File: src/rtl/xcpd_pkg.sv
`default_nettype none

package xcpd_pkg;

  localparam logic [7:0] HdrFirst  = 8'h02;
  localparam logic [7:0] HdrSecond = 8'hB5;
  localparam logic [7:0] CodeSetCfg = 8'd101;
  localparam logic [7:0] CodeReqLo  = 8'd1;
  localparam logic [7:0] CodeReqHi  = 8'd4;

  localparam int unsigned CfgIdxW  = 1;
  localparam int unsigned CfgDataW = 16;
  localparam logic [CfgIdxW-1:0] CfgImageSize = 1'b0;
  localparam logic [CfgIdxW-1:0] CfgVersion   = 1'b1;

  localparam logic [15:0] ImageSizeReset = 16'd128;
  localparam logic [15:0] VersionReset   = 16'd1;

  typedef enum logic [2:0] {
    EvNone      = 3'd0,
    EvPayload   = 3'd1,
    EvReqOk     = 3'd2,
    EvBadCheck  = 3'd3,
    EvSetCfgOk  = 3'd4,
    EvSetCfgRej = 3'd5,
    EvUnknown   = 3'd6
  } event_kind_e;

  typedef enum logic [6:0] {
    PhHunt    = 7'b0000001,
    PhHdr2    = 7'b0000010,
    PhCode    = 7'b0000100,
    PhLenLo   = 7'b0001000,
    PhLenHi   = 7'b0010000,
    PhPayload = 7'b0100000,
    PhCheck   = 7'b1000000
  } phase_e;

  typedef struct packed {
    event_kind_e kind;
    logic [7:0]  code;
    logic [7:0]  pbyte;
    logic [15:0] pindex;
    logic [15:0] rlen;
  } result_t;

endpackage

`default_nettype wire

File: src/rtl/xor_checked_packet_deframer.sv
// channel | handshake                   | payload
// --------+-----------------------------+----------------------------------------------
// input   | in_valid_i / in_stall_o     | rx_byte_i
// output  | out_valid_o / out_stall_i   | event_kind_o frame_code_o payload_byte_o
//         |                             | payload_index_o received_length_o
// config  | cfg_we_i                    | cfg_idx_i cfg_data_i
//
// One beat in, one beat out; a beat may enter every cycle while in_stall_o is low.
// The frame state updates as the beat is taken, and the result is registered in a
// two-entry output stage (result register plus skid).
// in_stall_o rises only when both entries are full, i.e. after out_stall_i holds a beat.
// Reset clears the frame state to the header hunt and the registers to 128 and 1.
`default_nettype none

module xor_checked_packet_deframer (
  input  wire logic                          clk_i,
  input  wire logic                          rst_ni,
  input  wire logic                          in_valid_i,
  output logic                               in_stall_o,
  input  wire logic [7:0]                    rx_byte_i,
  output logic                               out_valid_o,
  input  wire logic                          out_stall_i,
  output logic [2:0]                         event_kind_o,
  output logic [7:0]                         frame_code_o,
  output logic [7:0]                         payload_byte_o,
  output logic [15:0]                        payload_index_o,
  output logic [15:0]                        received_length_o,
  input  wire logic                          cfg_we_i,
  input  wire logic [xcpd_pkg::CfgIdxW-1:0]  cfg_idx_i,
  input  wire logic [xcpd_pkg::CfgDataW-1:0] cfg_data_i
);

  xcpd_pkg::result_t step_res;
  xcpd_pkg::result_t out_res;
  logic              step;

  assign step = in_valid_i && !in_stall_o;

  xcpd_parse u_parse (
    .clk_i      (clk_i),
    .rst_ni     (rst_ni),
    .step_i     (step),
    .rx_byte_i  (rx_byte_i),
    .cfg_we_i   (cfg_we_i),
    .cfg_idx_i  (cfg_idx_i),
    .cfg_data_i (cfg_data_i),
    .result_o   (step_res)
  );

  xcpd_skid u_skid (
    .clk_i       (clk_i),
    .rst_ni      (rst_ni),
    .in_valid_i  (in_valid_i),
    .in_stall_o  (in_stall_o),
    .in_data_i   (step_res),
    .out_valid_o (out_valid_o),
    .out_stall_i (out_stall_i),
    .out_data_o  (out_res)
  );

  assign event_kind_o      = out_res.kind;
  assign frame_code_o      = out_res.code;
  assign payload_byte_o    = out_res.pbyte;
  assign payload_index_o   = out_res.pindex;
  assign received_length_o = out_res.rlen;

endmodule

`default_nettype wire

File: src/rtl/xcpd_parse.sv
`default_nettype none

module xcpd_parse (
  input  wire logic                         clk_i,
  input  wire logic                         rst_ni,
  input  wire logic                         step_i,
  input  wire logic [7:0]                   rx_byte_i,
  input  wire logic                         cfg_we_i,
  input  wire logic [xcpd_pkg::CfgIdxW-1:0] cfg_idx_i,
  input  wire logic [xcpd_pkg::CfgDataW-1:0] cfg_data_i,
  output xcpd_pkg::result_t                 result_o
);

  xcpd_pkg::phase_e phase_q, phase_d;
  logic [7:0]  code_q, code_d;
  logic [7:0]  check_q, check_d;
  logic [15:0] exp_len_q, exp_len_d;
  logic [15:0] count_q, count_d;
  logic [15:0] first2_q, first2_d;
  logic [15:0] image_size_q;
  logic [15:0] version_q;
  logic [15:0] count_inc;
  xcpd_pkg::event_kind_e verdict;

  assign count_inc = count_q + 16'd1;

  always_comb begin
    if (rx_byte_i != check_q) begin
      verdict = xcpd_pkg::EvBadCheck;
    end else if (code_q >= xcpd_pkg::CodeReqLo && code_q <= xcpd_pkg::CodeReqHi) begin
      verdict = xcpd_pkg::EvReqOk;
    end else if (code_q == xcpd_pkg::CodeSetCfg) begin
      verdict = (count_q == image_size_q && first2_q == version_q) ?
                xcpd_pkg::EvSetCfgOk : xcpd_pkg::EvSetCfgRej;
    end else begin
      verdict = xcpd_pkg::EvUnknown;
    end
  end

  always_comb begin
    phase_d   = phase_q;
    code_d    = code_q;
    check_d   = check_q;
    exp_len_d = exp_len_q;
    count_d   = count_q;
    first2_d  = first2_q;
    result_o.kind   = xcpd_pkg::EvNone;
    result_o.pbyte  = 8'd0;
    result_o.pindex = 16'd0;
    result_o.rlen   = 16'd0;
    unique case (phase_q)
      xcpd_pkg::PhHdr2: begin
        phase_d = (rx_byte_i == xcpd_pkg::HdrSecond) ? xcpd_pkg::PhCode : xcpd_pkg::PhHunt;
      end
      xcpd_pkg::PhCode: begin
        code_d  = rx_byte_i;
        check_d = rx_byte_i;
        phase_d = xcpd_pkg::PhLenLo;
      end
      xcpd_pkg::PhLenLo: begin
        exp_len_d = {8'd0, rx_byte_i};
        check_d   = check_q ^ rx_byte_i;
        phase_d   = xcpd_pkg::PhLenHi;
      end
      xcpd_pkg::PhLenHi: begin
        exp_len_d = {rx_byte_i, exp_len_q[7:0]};
        check_d   = check_q ^ rx_byte_i;
        phase_d   = xcpd_pkg::PhPayload;
      end
      xcpd_pkg::PhPayload: begin
        result_o.kind   = xcpd_pkg::EvPayload;
        result_o.pbyte  = rx_byte_i;
        result_o.pindex = count_q;
        if (count_q == 16'd0) begin
          first2_d = {first2_q[15:8], rx_byte_i};
        end else if (count_q == 16'd1) begin
          first2_d = {rx_byte_i, first2_q[7:0]};
        end
        check_d = check_q ^ rx_byte_i;
        count_d = count_inc;
        if (count_inc >= exp_len_q) begin
          phase_d = xcpd_pkg::PhCheck;
        end
      end
      xcpd_pkg::PhCheck: begin
        result_o.kind = verdict;
        result_o.rlen = count_q;
        count_d  = 16'd0;
        first2_d = 16'd0;
        phase_d  = xcpd_pkg::PhHunt;
      end
      default: begin
        phase_d = (rx_byte_i == xcpd_pkg::HdrFirst) ? xcpd_pkg::PhHdr2 : xcpd_pkg::PhHunt;
      end
    endcase
    result_o.code = code_d;
  end

  always_ff @(posedge clk_i or negedge rst_ni) begin
    if (!rst_ni) begin
      phase_q   <= xcpd_pkg::PhHunt;
      code_q    <= 8'd0;
      check_q   <= 8'd0;
      exp_len_q <= 16'd0;
      count_q   <= 16'd0;
      first2_q  <= 16'd0;
    end else if (step_i) begin
      phase_q   <= phase_d;
      code_q    <= code_d;
      check_q   <= check_d;
      exp_len_q <= exp_len_d;
      count_q   <= count_d;
      first2_q  <= first2_d;
    end
  end

  always_ff @(posedge clk_i or negedge rst_ni) begin
    if (!rst_ni) begin
      image_size_q <= xcpd_pkg::ImageSizeReset;
      version_q    <= xcpd_pkg::VersionReset;
    end else if (cfg_we_i) begin
      unique case (cfg_idx_i)
        xcpd_pkg::CfgImageSize: image_size_q <= cfg_data_i;
        xcpd_pkg::CfgVersion:   version_q    <= cfg_data_i;
        default: ;
      endcase
    end
  end

endmodule

`default_nettype wire

File: src/rtl/xcpd_skid.sv
`default_nettype none

module xcpd_skid (
  input  wire logic               clk_i,
  input  wire logic               rst_ni,
  input  wire logic               in_valid_i,
  output logic                    in_stall_o,
  input  wire xcpd_pkg::result_t  in_data_i,
  output logic                    out_valid_o,
  input  wire logic               out_stall_i,
  output xcpd_pkg::result_t       out_data_o
);

  logic              out_valid_q;
  logic              skid_valid_q;
  xcpd_pkg::result_t out_q;
  xcpd_pkg::result_t skid_q;
  logic              accept;
  logic              pop;

  assign in_stall_o  = skid_valid_q;
  assign accept      = in_valid_i && !skid_valid_q;
  assign pop         = out_valid_q && !out_stall_i;
  assign out_valid_o = out_valid_q;
  assign out_data_o  = out_q;

  always_ff @(posedge clk_i or negedge rst_ni) begin
    if (!rst_ni) begin
      out_valid_q  <= 1'b0;
      skid_valid_q <= 1'b0;
    end else if (skid_valid_q) begin
      if (pop) begin
        skid_valid_q <= 1'b0;
      end
    end else if (accept) begin
      if (out_valid_q && !pop) begin
        skid_valid_q <= 1'b1;
      end else begin
        out_valid_q <= 1'b1;
      end
    end else if (pop) begin
      out_valid_q <= 1'b0;
    end
  end

  always_ff @(posedge clk_i) begin
    if (skid_valid_q) begin
      if (pop) begin
        out_q <= skid_q;
      end
    end else if (accept) begin
      if (out_valid_q && !pop) begin
        skid_q <= in_data_i;
      end else begin
        out_q <= in_data_i;
      end
    end
  end

endmodule

`default_nettype wire

File: config.mk
export PLATFORM = sky130hd
export DESIGN_NAME = xor_checked_packet_deframer
export DESIGN_NICKNAME = d
export VERILOG_FILES = /design/src/rtl/xcpd_pkg.sv /design/src/rtl/xor_checked_packet_deframer.sv /design/src/rtl/xcpd_parse.sv /design/src/rtl/xcpd_skid.sv
export SDC_FILE = /design/constraint.sdc
export NUM_CORES = 1
export LEC_CHECK = 0
export BUFFER_PORTS_ARGS = -buffer_cell sky130_fd_sc_hd__buf_4
export CAP_MARGIN = 20
export CELL_PAD_IN_SITES_DETAIL_PLACEMENT = 0
export CELL_PAD_IN_SITES_GLOBAL_PLACEMENT = 1
export CORE_UTILIZATION = 50
export CTS_BUF_LIST = sky130_fd_sc_hd__clkbuf_16
export CTS_CLUSTER_SIZE = 24
export DETAILED_ROUTE_END_ITERATION = 10
export PLACE_DENSITY_LB_ADDON = 0.25
export SLEW_MARGIN = 20
export SYNTH_ARGS = -nofsm -noshare
export SYNTH_HDL_FRONTEND = slang
export SYNTH_HIERARCHICAL = 1
export SYNTH_SLANG_ARGS = --single-unit
export TNS_END_PERCENT = 5
File: constraint.sdc
create_clock -name clk_i -period 7.3 [get_ports clk_i]
set_clock_uncertainty 0.05 [all_clocks]
set_input_delay 0.365 -clock clk_i [delete_from_list [all_inputs] [get_ports clk_i]]
set_output_delay 0.365 -clock clk_i [all_outputs]
set_load 0.05 [all_outputs]
[After elaboration in Yosys (flattened, before gate mapping)]
Cells that the tools add are included.
Storage, ports and cells
  word-level logic and storage cells: 106
  bits of input ports: 30
  register bits: 207
  output and inout port bits: 53
Cells by class
  equal/unequal tests: 20
  muxes and demuxes: 29
  bitwise gates (word level): 4
  reduce and logical (&&, ||, !) cells: 27
  add/subtract/negate cells: 1
  $lt $le $gt $ge: 3
Operators with widths (number)
  2-to-1 mux 51 bit: 4
  one-hot mux 16 bit (2 select lines): 3
  2-to-1 mux 16 bit: 3
  one-hot mux 7 bit (6 select lines): 1
  equality test 16 bit: 2
  2-to-1 mux 24 bit: 1
  adder 16 x 1 -> 16 bit (second input constant): 1
  equality test 16 x 1 -> 1 bit (second input constant): 1
  >= comparator 16 bit: 1
  logical NOT 16 bit: 1
  one-hot mux 8 bit (2 select lines): 1
  AND reduction 3 bit: 5
  2-to-1 mux 3 bit: 4
  AND reduction 2 bit: 6
  nonzero test 2 bit: 5
  equality test 8 x 2 -> 1 bit (second input constant): 1
  equality test 8 x 7 -> 1 bit (second input constant): 1
  equality test 8 bit (second input constant): 1
  >= comparator 8 x 1 -> 1 bit (second input constant): 1
  less-or-equal comparator 8 x 3 -> 1 bit (second input constant): 1
  2-to-1 mux 1 bit: 8
  2-to-1 mux 8 bit: 1
  != test 2 x 1 -> 1 bit (second input constant): 4
  != test 8 bit: 1
  other kinds (16): 26

[Depth between registers and ports, before layout]
Gate-level depths: netlist (run 1).
  depth after elaboration: 10
  gate-level depth with buffers: 11
  depth with buffers taken out: 11

[By module]
The synthesis (run 1) kept the hierarchy.
By module, submodules not included
  xcpd_parse: area each 5982.0 um^2, sequential area each 2581.2 um^2, cells each 571, instances 1
  xcpd_skid: area each 4022.6 um^2, sequential area each 3113.0 um^2, cells each 171, instances 1
  xor_checked_packet_deframer: area each 13.8 um^2, sequential area each 0.0 um^2, cells each 1, instances 1

[Least setup slack after synthesis (run 1)]
No wires, ideal clock.
  kind: register to register
  start: reg u_skid.skid_valid_q, in the netlist u_skid/in_stall_o
  end: reg u_skid.out_q, in the netlist u_skid/out_data_o[0] (enable)
  slack: 1.880 ns
  data required time: 6.712 ns
  clock period less this slack: 5.420 ns
  library setup time: 0.538 ns
  stages on the path, launching flop included: 5
  path buffers: 2
  data arrival time: 4.833 ns
  cell sequence: dfrtp_1 > buf_6 > buf_12 > nand2_1 > a21boi_0
Between the ends
  longest elaborated chain between the ends: 4
  elaborated cells between the ends (all ways): 6
  classes of those cells: eq/ne (2); reduce/logical (4)
Ends and longest elaborated chain
  start: declaration: line xcpd_skid.sv:15  | logic skid_valid_q;
  start signal: assignment: line xcpd_skid.sv:30  | skid_valid_q <= 1'b0;
  start signal: assignment: line xcpd_skid.sv:33  | skid_valid_q <= 1'b0;
  start signal: assignment: line xcpd_skid.sv:37  | skid_valid_q <= 1'b1;
  logical NOT 1 bit: line xcpd_skid.sv:22  | assign accept = in_valid_i && !skid_valid_q;
  logical AND 1 bit: line xcpd_skid.sv:22
  nonzero test 2 bit (no source line)
  AND reduction 3 bit (no source line) *
  end signal: assignment: line xcpd_skid.sv:49  | out_q <= skid_q;
  end signal: assignment: line xcpd_skid.sv:55  | out_q <= in_data_i;
  end: declaration: line xcpd_skid.sv:16  | xcpd_pkg::result_t out_q;
Every way passes the cells marked *; elsewhere a longest branch is shown, timed or not.
A chain may end at the register's enable or synchronous reset.

[Worst setup path after layout (run 1)]
  start: reg u_parse.count_q[7]
  end: reg u_parse.phase_q[6]
Between the ends
  longest elaborated chain between the ends: 4
Ends and longest elaborated chain
  start: declaration: line xcpd_parse.sv:18  | logic [15:0] count_q, count_d;
  start signal: assignment: line xcpd_parse.sv:112  | count_q <= count_d;
  adder 16 x 1 -> 16 bit: line xcpd_parse.sv:25  | assign count_inc = count_q + 16'd1;
  >= comparator 16 bit: line xcpd_parse.sv:81  | if (count_inc >= exp_len_q) begin
  != test 2 x 1 -> 1 bit (no source line)
  AND reduction 2 bit (no source line)
  end signal: assignment: line xcpd_parse.sv:101  | phase_q <= xcpd_pkg::PhHunt;
  end signal: assignment: line xcpd_parse.sv:108  | phase_q <= phase_d;
  end: declaration: line xcpd_parse.sv:14  | xcpd_pkg::phase_e phase_q, phase_d;
Every way passes these cells.

==> results of run 1 <==
## routing by layer
layer  part of all wire  track usage  up-vias  wire length, um
li1                   -            -     2820                -
met1               0.46        0.294     2984             9500
met2               0.46        0.322      183             9570
met3              0.059       0.0373       49             1240
met4              0.025       0.0694        0              523
met5                  0            0        -                0
## sequential cells by signal (all words and copies together) (netlist names)
name and flops:
u_parse/check_q 8, u_parse/code_q 8, u_parse/count_q 16, u_parse/exp_len_q 16, u_parse/first2_q 16, u_parse/image_size_q 16, u_parse/phase_q 7, u_parse/version_q 16
u_skid/in_stall_o 1, u_skid/out_data_o 51, u_skid/out_valid_o 1, u_skid/skid_q 51
## synthesized netlist by cell type (11+ instances only)
cell type	number
nor4_1	14
mux2_4	49
dfrtp_1	102
o21ai_0	19
a22o_1	26
inv_1	28
and2_1	41
xor2_1	50
nor2_1	15
nand2b_1	11
nand2_1	42
nand4_1	11
o21ai_1	12
buf_2	14
ha_1	19
clkbuf_1	26
edfxtp_1	102
mux2_2	60
## layout by cell type (no fill, tap or decap), types with 4 or more instances in the layout
cell type  netlist  final
and2_1          41     41
buf_4            0     87
a22o_1          26     26
nor2_1          15     14
clkinv_2         0      4
edfxtp_1       102    102
xor2_1          50     50
nand4_1         11     11
o31ai_1          4      4
nor4_1          14     14
inv_1           28     35
o22ai_1          4      4
nand3_1          5      5
xnor2_1          8      8
ha_1            19     19
clkbuf_16        0     23
mux2_4          49     49
o21ai_0         19     19
a21oi_1         10     10
nor3_1           5      5
o211ai_1         6      6
o21ai_1         12     12
dfrtp_1        102    101
nand2_1         42     42
nand2b_1        11     11
mux2_2          60     60
a31oi_1          6      6
## power breakdown
group | total [mW] | internal, mW | switching, mW | leakage (nW)
clock network | 1.01 | 0.569 | 0.441 | 0.345
logic | 1.17 | 0.453 | 0.716 | 2.16
registers | 1.69 | 1.52 | 0.178 | 2.34
total | 3.87 | 2.54 | 1.34 | 4.85
## worst max-delay path: stages, from the launching register on
cell and delay, ns:
dfrtp_1 0.60, nand4_1 0.22, nor4_2 0.60, and3_1 0.30, xor2_1 0.08, ha_1 0.32
nand4_2 0.14, nor3_1 0.18, or4b_4 0.49, a41oi_4 0.33, mux2_4 0.33
## through the flow
stage          area, sq um  utilization  hold WS [ns]
2_1_floorplan        10000            -        0.0194
3_3_place_gp         10700        0.550         0.300
3_5_place_dp         10700        0.550         0.314
4_1_cts              11400        0.584        0.0430
5_1_grt              11400        0.584        0.0524
6_report             11400        0.584        0.0563
## final timing paths
kind	end
worst max-delay path	u_parse/phase_q[6]
worst min-delay path	u_parse/image_size_q[1]
worst max register to register	u_parse/phase_q[6]
worst min register to register	u_parse/exp_len_q[13]
max in group asynchronous	u_parse/count_q[8]
min in group asynchronous	u_parse/check_q[0]
## what timing repair did
item,4_1_cts,5_1_grt
hold buffers,1,0
setup buffers,0,0
endpoints found under the hold margin,34,0
## final cells by class
| cell class | instances | share of cell area |
|---|---|---|
| multi-input combinational | 460 | 0.346 |
| clock buffer | 23 | 0.0505 |
| inverter | 28 | 0.00922 |
| tap | 265 | 0.0291 |
| sequential | 207 | 0.500 |
| timing repair buffer | 88 | 0.0581 |
| clock inverter | 17 | 0.00713 |
## logic make-up after synthesis
logic type               synth area share
multiplexers                        0.141
flip-flops                          0.568
AO/OA/AOI/OAI                      0.0706
adder cells (fa/ha/maj)            0.0237
AND/OR/NAND/NOR                     0.106
XOR/XNOR                           0.0507
buffers and inverters              0.0393
==> metrics.md, run 1 <==
| Metric | Value |
|---|---|
| Dpl hpwl | `14,300 um` |
| Cell Area, Synth | `10,000 sq um` |
| GPL Wtd Cong | `0.908` |
| Die H | `144 um` |
| P per Cell Area | `340 nW/um^2` |
| Fmax achieved | `approximately 270 MHz` |
| Dpl ws | `roughly 3.6 ns` |
| CTS clk-pin slew, worst paths | `around 0.060 ns` |
| Starting Density | `0.513` |
| GR Util All Layers | `0.207` |
| DR vias | `roughly 6,000` |
| Final ANT Viol Nets | `0` |
| Period utilisation layout | `0.514` |
| Predominant post-synthesis flop cell | `edfxtp_1` |
| Crit Path Category | `reg -> reg` |
| Crit path DAT | `4.08 ns` |
| Drt total wl | `20,800 um` |
| Critical-path maximum fanout | `13` |
| Post-synthesis sequential area ratio | `0.568` |
| Starting DRC count in detailed routing | `about 340` |
| Row count | `between 50 and 60` |
| Reg2Reg Setup Slack | `3.55 ns` |
| Mapped Cells | `743` |
| Reg-to-Reg Start | `u_parse/count_q[7]` |
| Number of detailed-route iterations in the first pass | `5` |
| Share of cells above drive strength 1 | `0.304` |
| Root Driver | `clkbuf_16` |
| P_leak | `~4.8 nW` |
| Hold Vio Cnt, Final | `0` |
| Vias in the first global route | `5,903` |
| Final Max Slew Viols | `0` |
| Placed Instances | `1,047` |
| DR WL/cell | `19.1 um` |
| RSZ-0062 raised after global routing | `false` |
| Syn_area_per_cell | `13.5 sq um` |
| Required @ worst endpoint | `7.63 ns` |
| Status | `complete, no violations` |
| Slew HR | `0.336` |
| Setup crit start | `u_parse/count_q[7]` |
| Total Neg Setup Slack | `0 ns` |
| Finished Layout Cells | `1,088` |
| CTS sink count | `207` |
| Post_cts resized | `0` |
| Hold crit path type | `in -> reg` |
| CTS Buffer Depth | `3` |
| Drc violations | `0` |
| Area of the multi-input gates | `about 4000 sq um` |
| DIE WIDTH | `144 um` |
| TritonCTS buffer count | `22` |
| Ys async rst share | `0.507` |
| Grt ovf | `0` |
| Die ar. | `between 20,000 and 25,000 sq um` |
| Port-buffer cells | `just over 80` |
| HP Start | `cfg_data_i[1]` |
| CTS tree | `yes` |
| R2R depth | `10` |
| N_diodes | `0` |
| Total power draw | `3.87 mW` |
| Distinct cell type count after synthesis | `62` |
| Syn Nets | `roughly 800` |
| Initial antenna violation count | `0` |
| Crit path time final | `3.75 ns` |
| Final WS setup | `3.55 ns` |
| Worst VDD drop | `0.209 mV` |
| Sequential cell area | `5700 sq um` |
| First-pass GRT wire length | `32,400 um` |
| EDFF count, synth | `102` |
| Slew @ Worst Pin | `0.996 ns` |
| Startpoint type of the worst setup path | `flop` |
| Ys Warns | `6` |
| Post-DR vias/cell | `roughly 5.5` |
| I/O pins | `83` |
| WHS Path Cells | `2` |
| Maxcap violations | `0` |
| Post-synth top area cell | `edfxtp_1` |
| Clock Latency Late Sink | `0.50 ns` |
| Area contributors post-synth | `edfxtp_1 31%, dfrtp_1 25%, mux2_4 7.3%, mux2_2 6.7%, xor2_1 4.4%` |
| H-tree levels | `1` |
| Area share of the largest cell type after synthesis | `0.306` |
| Register bit total from synthesis | `207` |
| FILL cells | `1,609` |
| Nets | `856` |
| Final Setup Violations | `0` |
| Core ar. | `~20,000 sq um` |
| Kind of end point of the critical path | `flop` |
| Largest net degree at the start of global routing | `71` |
| Area added between synthesis and finish | `13.8%` |
Power figures use the tool's default switching activity.
==> run 2: changes to the inputs <==
- clock period: 7.3 -> 3.8 ns (I/O delays scaled with it)
==> run 2 against run 1 <==
Effect of this change: global-route usage is 1.1 points higher; via count is 2.4% higher; worst setup slack worse by 3.4 ns; die area stayed put; maximum frequency is 3.0% higher; clock power is 100% higher; first-iteration DRC count is 48% higher; design area is 3.2% higher; sequential share of layout area is 1.5 points lower; sequential power is 85% higher; combinational power is 110% higher; critical path type unchanged; largest power group unchanged; highest routed layer unchanged.
==> metrics.md, run 2 (synthesis gave the netlist of run 1 again) <==
| Metric | Value |
|---|---|
| Final ANT Viol Nets | `0 (unchanged)` |
| Total power draw | `7.59 mW (was 3.87 mW)` |
| H-tree levels | `1 (unchanged)` |
| Maxcap violations | `0 (unchanged)` |
| Drc violations | `0 (unchanged)` |
| Crit path time final | `3.64 ns (was 3.75 ns)` |
| Hold crit path type | `in -> reg (unchanged)` |
| Status | `complete, no violations (unchanged)` |
| GR Util All Layers | `0.218 (was 0.207)` |
| Critical-path maximum fanout | `7 (was 13)` |
| Grt ovf | `0 (unchanged)` |
| Vias in the first global route | `6,166 (was 5,903)` |
| Area added between synthesis and finish | `17.5% (was 13.8%)` |
| CTS tree | `yes (unchanged)` |
| Postcts setup bufs | `0 (unchanged)` |
| Hold Vio Cnt, Final | `0 (unchanged)` |
| Die H | `144 um (unchanged)` |
| Final Setup Violations | `0 (unchanged)` |
| CTS sink count | `207 (unchanged)` |
| Worst VDD drop | `0.302 mV (was 0.209 mV)` |
| DR WL/cell | `19.2 um (was 19.1 um)` |
| Starting DRC count in detailed routing | `510 (was 344)` |
| Post-DR vias/cell | `5.51 (was 5.55)` |
| Number of detailed-route iterations in the first pass | `5 (unchanged)` |
| Startpoint type of the worst setup path | `flop (unchanged)` |
| Row count | `51 (unchanged)` |
| Clock Latency Late Sink | `0.50 ns (about the same)` |
| N_diodes | `0 (unchanged)` |
| Most common cell after layout, fill and taps aside | `edfxtp_1 (unchanged)` |
| DR vias | `6,179 (was 6,036)` |
| Drt total wl | `21,500 um (was 20,800 um)` |
| Die ar. | `20,600 sq um (unchanged)` |
| CTS clk-pin slew, worst paths | `0.06 ns (about the same)` |
| CTS Buffer Depth | `3 (unchanged)` |
| Crit Path Category | `reg -> reg (unchanged)` |
| CP max stage delay | `0.50 ns (was 0.60 ns)` |
| Buf/Inv on CP | `0 (unchanged)` |
| Slew HR | `0.439 (was 0.336)` |
| Share of cells above drive strength 1 | `0.305 (was 0.304)` |
| Starting Density | `0.513 (unchanged)` |
| NetSw | `2.58 mW (was 1.34 mW)` |
| First-pass GRT wire length | `33,900 um (was 32,400 um)` |
| Final Max Slew Viols | `0 (unchanged)` |
| Nets | `890 (was 856)` |
| Dpl hpwl | `15,000 um (was 14,300 um)` |
| Largest net degree at the start of global routing | `76 (was 71)` |
| CP cell instances | `ha_1, nand4_1, nor3_1, nand2_1, xnor2_1, ha_1, nand4_2, nor3_1, or4b_4, a41oi_4, mux2_4 (was nand4_1, nor4_2, and3_1, xor2_1, ha_1, nand4_2, nor3_1, or4b_4, a41oi_4, mux2_4)` |
| Clk pwr share | `0.269 (was 0.261)` |
| CP delay by family, top | `simple AND/OR/NAND/NOR gates (unchanged)` |
| Initial antenna violation count | `0 (unchanged)` |
| TritonCTS buffer count | `22 (unchanged)` |
| Port-buffer cells | `82 (unchanged)` |
| Sequential Power Share | `0.412 (was 0.437)` |
| Core ar. | `19,500 sq um (unchanged)` |
| I/O pins | `83 (unchanged)` |
| GPL Wtd Cong | `0.882 (was 0.908)` |
| Crit path DAT | `3.97 ns (was 4.08 ns)` |
| Fmax achieved | `275 MHz (was 267 MHz)` |
| Combinational power share | `0.319 (was 0.302)` |
| Int Power | `5.01 mW (was 2.54 mW)` |
| Required @ worst endpoint | `4.13 ns (was 7.63 ns)` |
| Total Neg Setup Slack | `0 ns (unchanged)` |
| Kind of end point of the critical path | `flop (unchanged)` |
| Slew @ Worst Pin | `0.841 ns (was 0.996 ns)` |
| Root Driver | `clkbuf_16 (unchanged)` |
| FILL cells | `1,564 (was 1,609)` |
| DIE WIDTH | `144 um (unchanged)` |
| Switching fraction of total power | `0.340 (was 0.345)` |
| Most frequent cells in the layout | `102 x edfxtp_1, 101 x dfrtp_1, 99 x buf_4 (was 102 x edfxtp_1, 101 x dfrtp_1, 87 x buf_4)` |
| P per Cell Area | `645 nW/um^2 (was 340 nW/um^2)` |
| Period utilisation layout | `0.958 (was 0.514)` |
| Worst path slowest cell | `or4b_4 (was dfrtp_1)` |
| P_leak | `5.04 nW (was 4.85 nW)` |
| RSZ-0062 raised after global routing | `false (unchanged)` |
[run 2: cell count changes in the layout (fill, tap and decap cells not counted), sizes merged]
| cell | before | now |
|---|---|---|
| buf | 87 | 100 |
| clkinvlp | 2 | 1 |
| clkbuf | 23 | 24 |
| dlygate4sd3 | 1 | 22 |
| inv | 35 | 37 |
| bufinv | 0 | 1 |
| clkinv | 8 | 5 |
[run 2: layout make-up]
| class | count | area, sq um | area share |
|---|---|---|---|
| Clock buffer | 24 | 601 | 0.0510 |
| Timing Repair Buffer | 122 | 991 | 0.0842 |
| Inverter | 28 | 105 | 0.00893 |
| Clock inverter | 16 | 93.8 | 0.00797 |
| Tap cell | 265 | 332 | 0.0282 |
| Multi-Input combinational cell | 460 | 3950 | 0.336 |
| Sequential cell | 207 | 5700 | 0.484 |
[run 2: final timing paths]
path                                       from                      end  slack (ns)  cells after the start
min                                rx_byte_i[3]       u_parse/check_q[3]        0.02                      3
max                          u_parse/count_q[1]       u_parse/phase_q[6]        0.16                     11
min reg2reg                u_parse/exp_len_q[8]     u_parse/exp_len_q[8]        0.45                      1
max reg2reg                  u_parse/count_q[1]       u_parse/phase_q[6]        0.16                     11
max in group asynchronous                rst_ni  u_parse/image_size_q[7]        2.59                      4
min in group asynchronous                rst_ni       u_parse/check_q[6]        0.06                      2
[run 2: metal layers]
metal / routed length (um) / share of wire / track usage / up-vias
met5: 0 / 0 / 0 / -
met4: 514 / 0.024 / 0.0655 / 0
met3: 1010 / 0.047 / 0.0297 / 40
met2: 10200 / 0.47 / 0.350 / 157
met1: 9820 / 0.46 / 0.308 / 3091
li1: - / - / - / 2891
[run 2: timing repair]
item,4_1_cts,5_1_grt
gates resized for setup,0,0
hold endpoints to repair,110,0
hold buffers,22,0
[run 2: power by group through the flow]
stage	Combinational [mW]	Clock [mW]	Sequential, mW
global placement	2.37	0	3.15
detailed placement	2.41	0	3.17
CTS	2.44	2.10	3.13
floorplan	1.06	0	3.97
global route	2.56	2.19	3.17
finish	2.42	2.04	3.12
[run 2: metrics by stage]
step / cell area [sq um] / hold WS, ns / setup slack (ns) / cells / util
finish: 11800 / 0.0204 / 0.161 / 1122 / 0.603
global route: 11800 / 0.0201 / 0.00799 / 1122 / 0.603
CTS: 11700 / 0.00170 / 0.209 / 1121 / 0.601
detailed placement: 10800 / 0.372 / 0.240 / 1059 / 0.554
global placement: 10800 / 0.354 / 0.357 / 1059 / 0.554
floorplan: 10000 / -0.156 / 0.102 / 743 / -
[run 2: worst min-delay path, cell delays in order]
cell and delay, ns:
buf_4 0.17, nand2b_1 0.10, o21ai_1 0.07
==> run 3: changes to the inputs <==
- RECOVER_POWER: unset -> 50
==> run 3 against run 2 <==
Effect of this change: the flow now finishes with violations (hold timing, capacitance limit); maximum frequency increased by 0.42%; critical endpoint unchanged; sequential power about the same; count of clock-buffer cells in the layout unchanged.
==> metrics.md, run 3 (synthesis gave the netlist of run 1 again) <==
| Metric | Value |
|---|---|
| Status | `finished, violations left (was complete, no violations)` |
| Failing checks | `hold timing, capacitance limit` |
| Placed instance area | `10,800 sq um (unchanged)` |
| Total Neg Setup Slack | `0 ns (unchanged)` |
| Clock Latency Late Sink | `0.50 ns (about the same)` |
| TritonCTS buffer count | `22 (unchanged)` |
| Drc violations | `0 (unchanged)` |
| P_leak | `4.80 nW (was 5.04 nW)` |
| Final Setup Violations | `0 (unchanged)` |
| GR Util All Layers | `0.218 (unchanged)` |
| DIE WIDTH | `144 um (unchanged)` |
| Dpl hpwl | `15,000 um (unchanged)` |
| Core ar. | `19,500 sq um (unchanged)` |
| H-tree levels | `1 (unchanged)` |
| Required @ worst endpoint | `4.13 ns (about the same)` |
| Startpoint type of the worst setup path | `flop (unchanged)` |
| Share of cells above drive strength 1 | `0.218 (was 0.305)` |
| N_diodes | `0 (unchanged)` |
| CP delay by family, top | `simple AND/OR/NAND/NOR gates (unchanged)` |
| Post-DR vias/cell | `5.52 (was 5.51)` |
| Grt ovf | `0 (unchanged)` |
| Critical-path maximum fanout | `7 (unchanged)` |
| Final ANT Viol Nets | `0 (unchanged)` |
| Crit path DAT | `3.96 ns (was 3.97 ns)` |
| Drt total wl | `21,600 um (was 21,500 um)` |
| Maxcap violations | `1 (was 0)` |
| Buf/Inv on CP | `0 (unchanged)` |
| Slew HR | `0.00450 (was 0.439)` |
| Largest net degree at the start of global routing | `76 (unchanged)` |
| I/O pins | `83 (unchanged)` |
| Root Driver | `clkbuf_16 (unchanged)` |
| Starting Density | `0.513 (unchanged)` |
| Post_cts resized | `0 (unchanged)` |
| Nets | `890 (unchanged)` |
| DR WL/cell | `19.2 um (about the same)` |
| Number of detailed-route iterations in the first pass | `5 (unchanged)` |
| CP cell instances | `ha_1, nand4_1, nor3_1, nand2_1, xnor2_1, ha_1, nand4_2, nor3_1, or4b_4, a41oi_4, mux2_4 (unchanged)` |
| RSZ-0062 raised after global routing | `false (unchanged)` |
| Vias in the first global route | `6,166 (unchanged)` |
| Slew @ Worst Pin | `1.49 ns (was 0.841 ns)` |
| Starting DRC count in detailed routing | `478 (was 510)` |
| CTS sink count | `207 (unchanged)` |
| Fmax achieved | `276 MHz (was 275 MHz)` |
| Total power draw | `7.34 mW (was 7.59 mW)` |
| Final Max Slew Viols | `0 (unchanged)` |
| GPL Wtd Cong | `0.882 (unchanged)` |
| DR vias | `6,190 (was 6,179)` |
| Die ar. | `20,600 sq um (unchanged)` |
| Die H | `144 um (unchanged)` |
| Final instance area | `11,500 sq um (was 11,800 sq um)` |
| Crit Path Category | `reg -> reg (unchanged)` |
| CP max stage delay | `0.50 ns (about the same)` |
| Crit path time final | `3.62 ns (was 3.64 ns)` |
| Area added between synthesis and finish | `14.5% (was 17.5%)` |
| Initial antenna violation count | `0 (unchanged)` |
| Worst path slowest cell | `or4b_4 (unchanged)` |
| First-pass GRT wire length | `33,900 um (unchanged)` |
| Port-buffer cells | `82 (unchanged)` |
| CTS clk-pin slew, worst paths | `0.06 ns (about the same)` |
| Row count | `51 (unchanged)` |
| Hold Vio Cnt, Final | `1 (was 0)` |
| CTS Buffer Depth | `3 (unchanged)` |
| Postcts setup bufs | `0 (unchanged)` |
| P per Cell Area | `640 nW/um^2 (was 645 nW/um^2)` |
| Kind of end point of the critical path | `flop (unchanged)` |
| Hold slack | `-0.0567 ns (was 0.0204 ns)` |
| Most frequent cells in the layout | `102 x dfrtp_1, 102 x edfxtp_1, 56 x clkbuf_1 (was 102 x edfxtp_1, 101 x dfrtp_1, 99 x buf_4)` |
| Period utilisation layout | `0.954 (was 0.958)` |
| Hold crit path type | `in -> reg (unchanged)` |
| Worst VDD drop | `0.303 mV (was 0.302 mV)` |
| CTS tree | `yes (unchanged)` |
-- run 3: cell count changes in the layout (fill, tap and decap cells not counted), moves of 2 or more --
cell	change
and2_0	+6
mux2_1	+11
mux2_2	-7
and2_1	-6
mux2_4	-4
buf_4	-58
clkbuf_1	+56
clkbuf_2	+2
-- run 3: worst reg2reg max path, stage by stage, from the launching register on --
cell and delay, ns:
dfrtp_1 0.46, ha_1 0.26, nand4_1 0.16, nor3_1 0.44, nand2_1 0.17, xnor2_1 0.15
ha_1 0.32, nand4_2 0.12, nor3_1 0.22, or4b_4 0.50, a41oi_4 0.33, mux2_4 0.33
-- run 3: routing by layer --
| layer | vias up | share of wire | global-route usage |
|---|---|---|---|
| met5 | - | 0 | 0 |
| met4 | 0 | 0.025 | 0.0655 |
| met3 | 43 | 0.053 | 0.0297 |
| met2 | 190 | 0.47 | 0.350 |
| met1 | 3070 | 0.45 | 0.308 |
| li1 | 2887 | - | - |
-- run 3: area by class of cell --
cell class / count / area (sq um)
multi-input combinational: 460 / 3890
sequential: 207 / 5690
clock inverter: 16 / 93.8
tap: 265 / 332
inverter: 28 / 105
clock buffer: 24 / 601
timing repair buffer: 122 / 756
fill: 1621 / 8050
-- run 3: worst paths after layout --
check                                     start                       end  slack (ns)  cells past startpoint
max in group asynchronous                rst_ni  u_parse/image_size_q[11]        0.80                      4
hold / removal                       in_valid_i        u_skid/out_valid_o       -0.06                      3
min in group asynchronous                rst_ni        u_parse/check_q[6]        0.33                      2
setup reg to reg             u_parse/count_q[1]        u_parse/phase_q[6]        0.18                     11
hold reg to reg            u_parse/exp_len_q[8]      u_parse/exp_len_q[8]        0.45                      1
setup / recovery             u_parse/count_q[1]        u_parse/phase_q[6]        0.18                     11
-- run 3: report_power, final --
group	internal (mW)	switching (mW)
logic	0.668	1.52
clock network	1.20	0.846
registers	2.91	0.204
total	4.77	2.57
-- run 3: timing repair --
item | CTS | global route
hold buffers | 22 | 0
setup endpoints to repair | 0 | 0
endpoints found under the hold margin | 110 | 0
-- run 3: metrics by stage --
stage                     worst slack [ns]  cells  utilization
after floorplan                      0.102    743            -
after global placement               0.357   1059        0.554
after detailed placement             0.240   1059        0.554
after CTS                            0.209   1121        0.601
after global routing               0.00783   1122        0.588
final                                0.176   1122        0.588
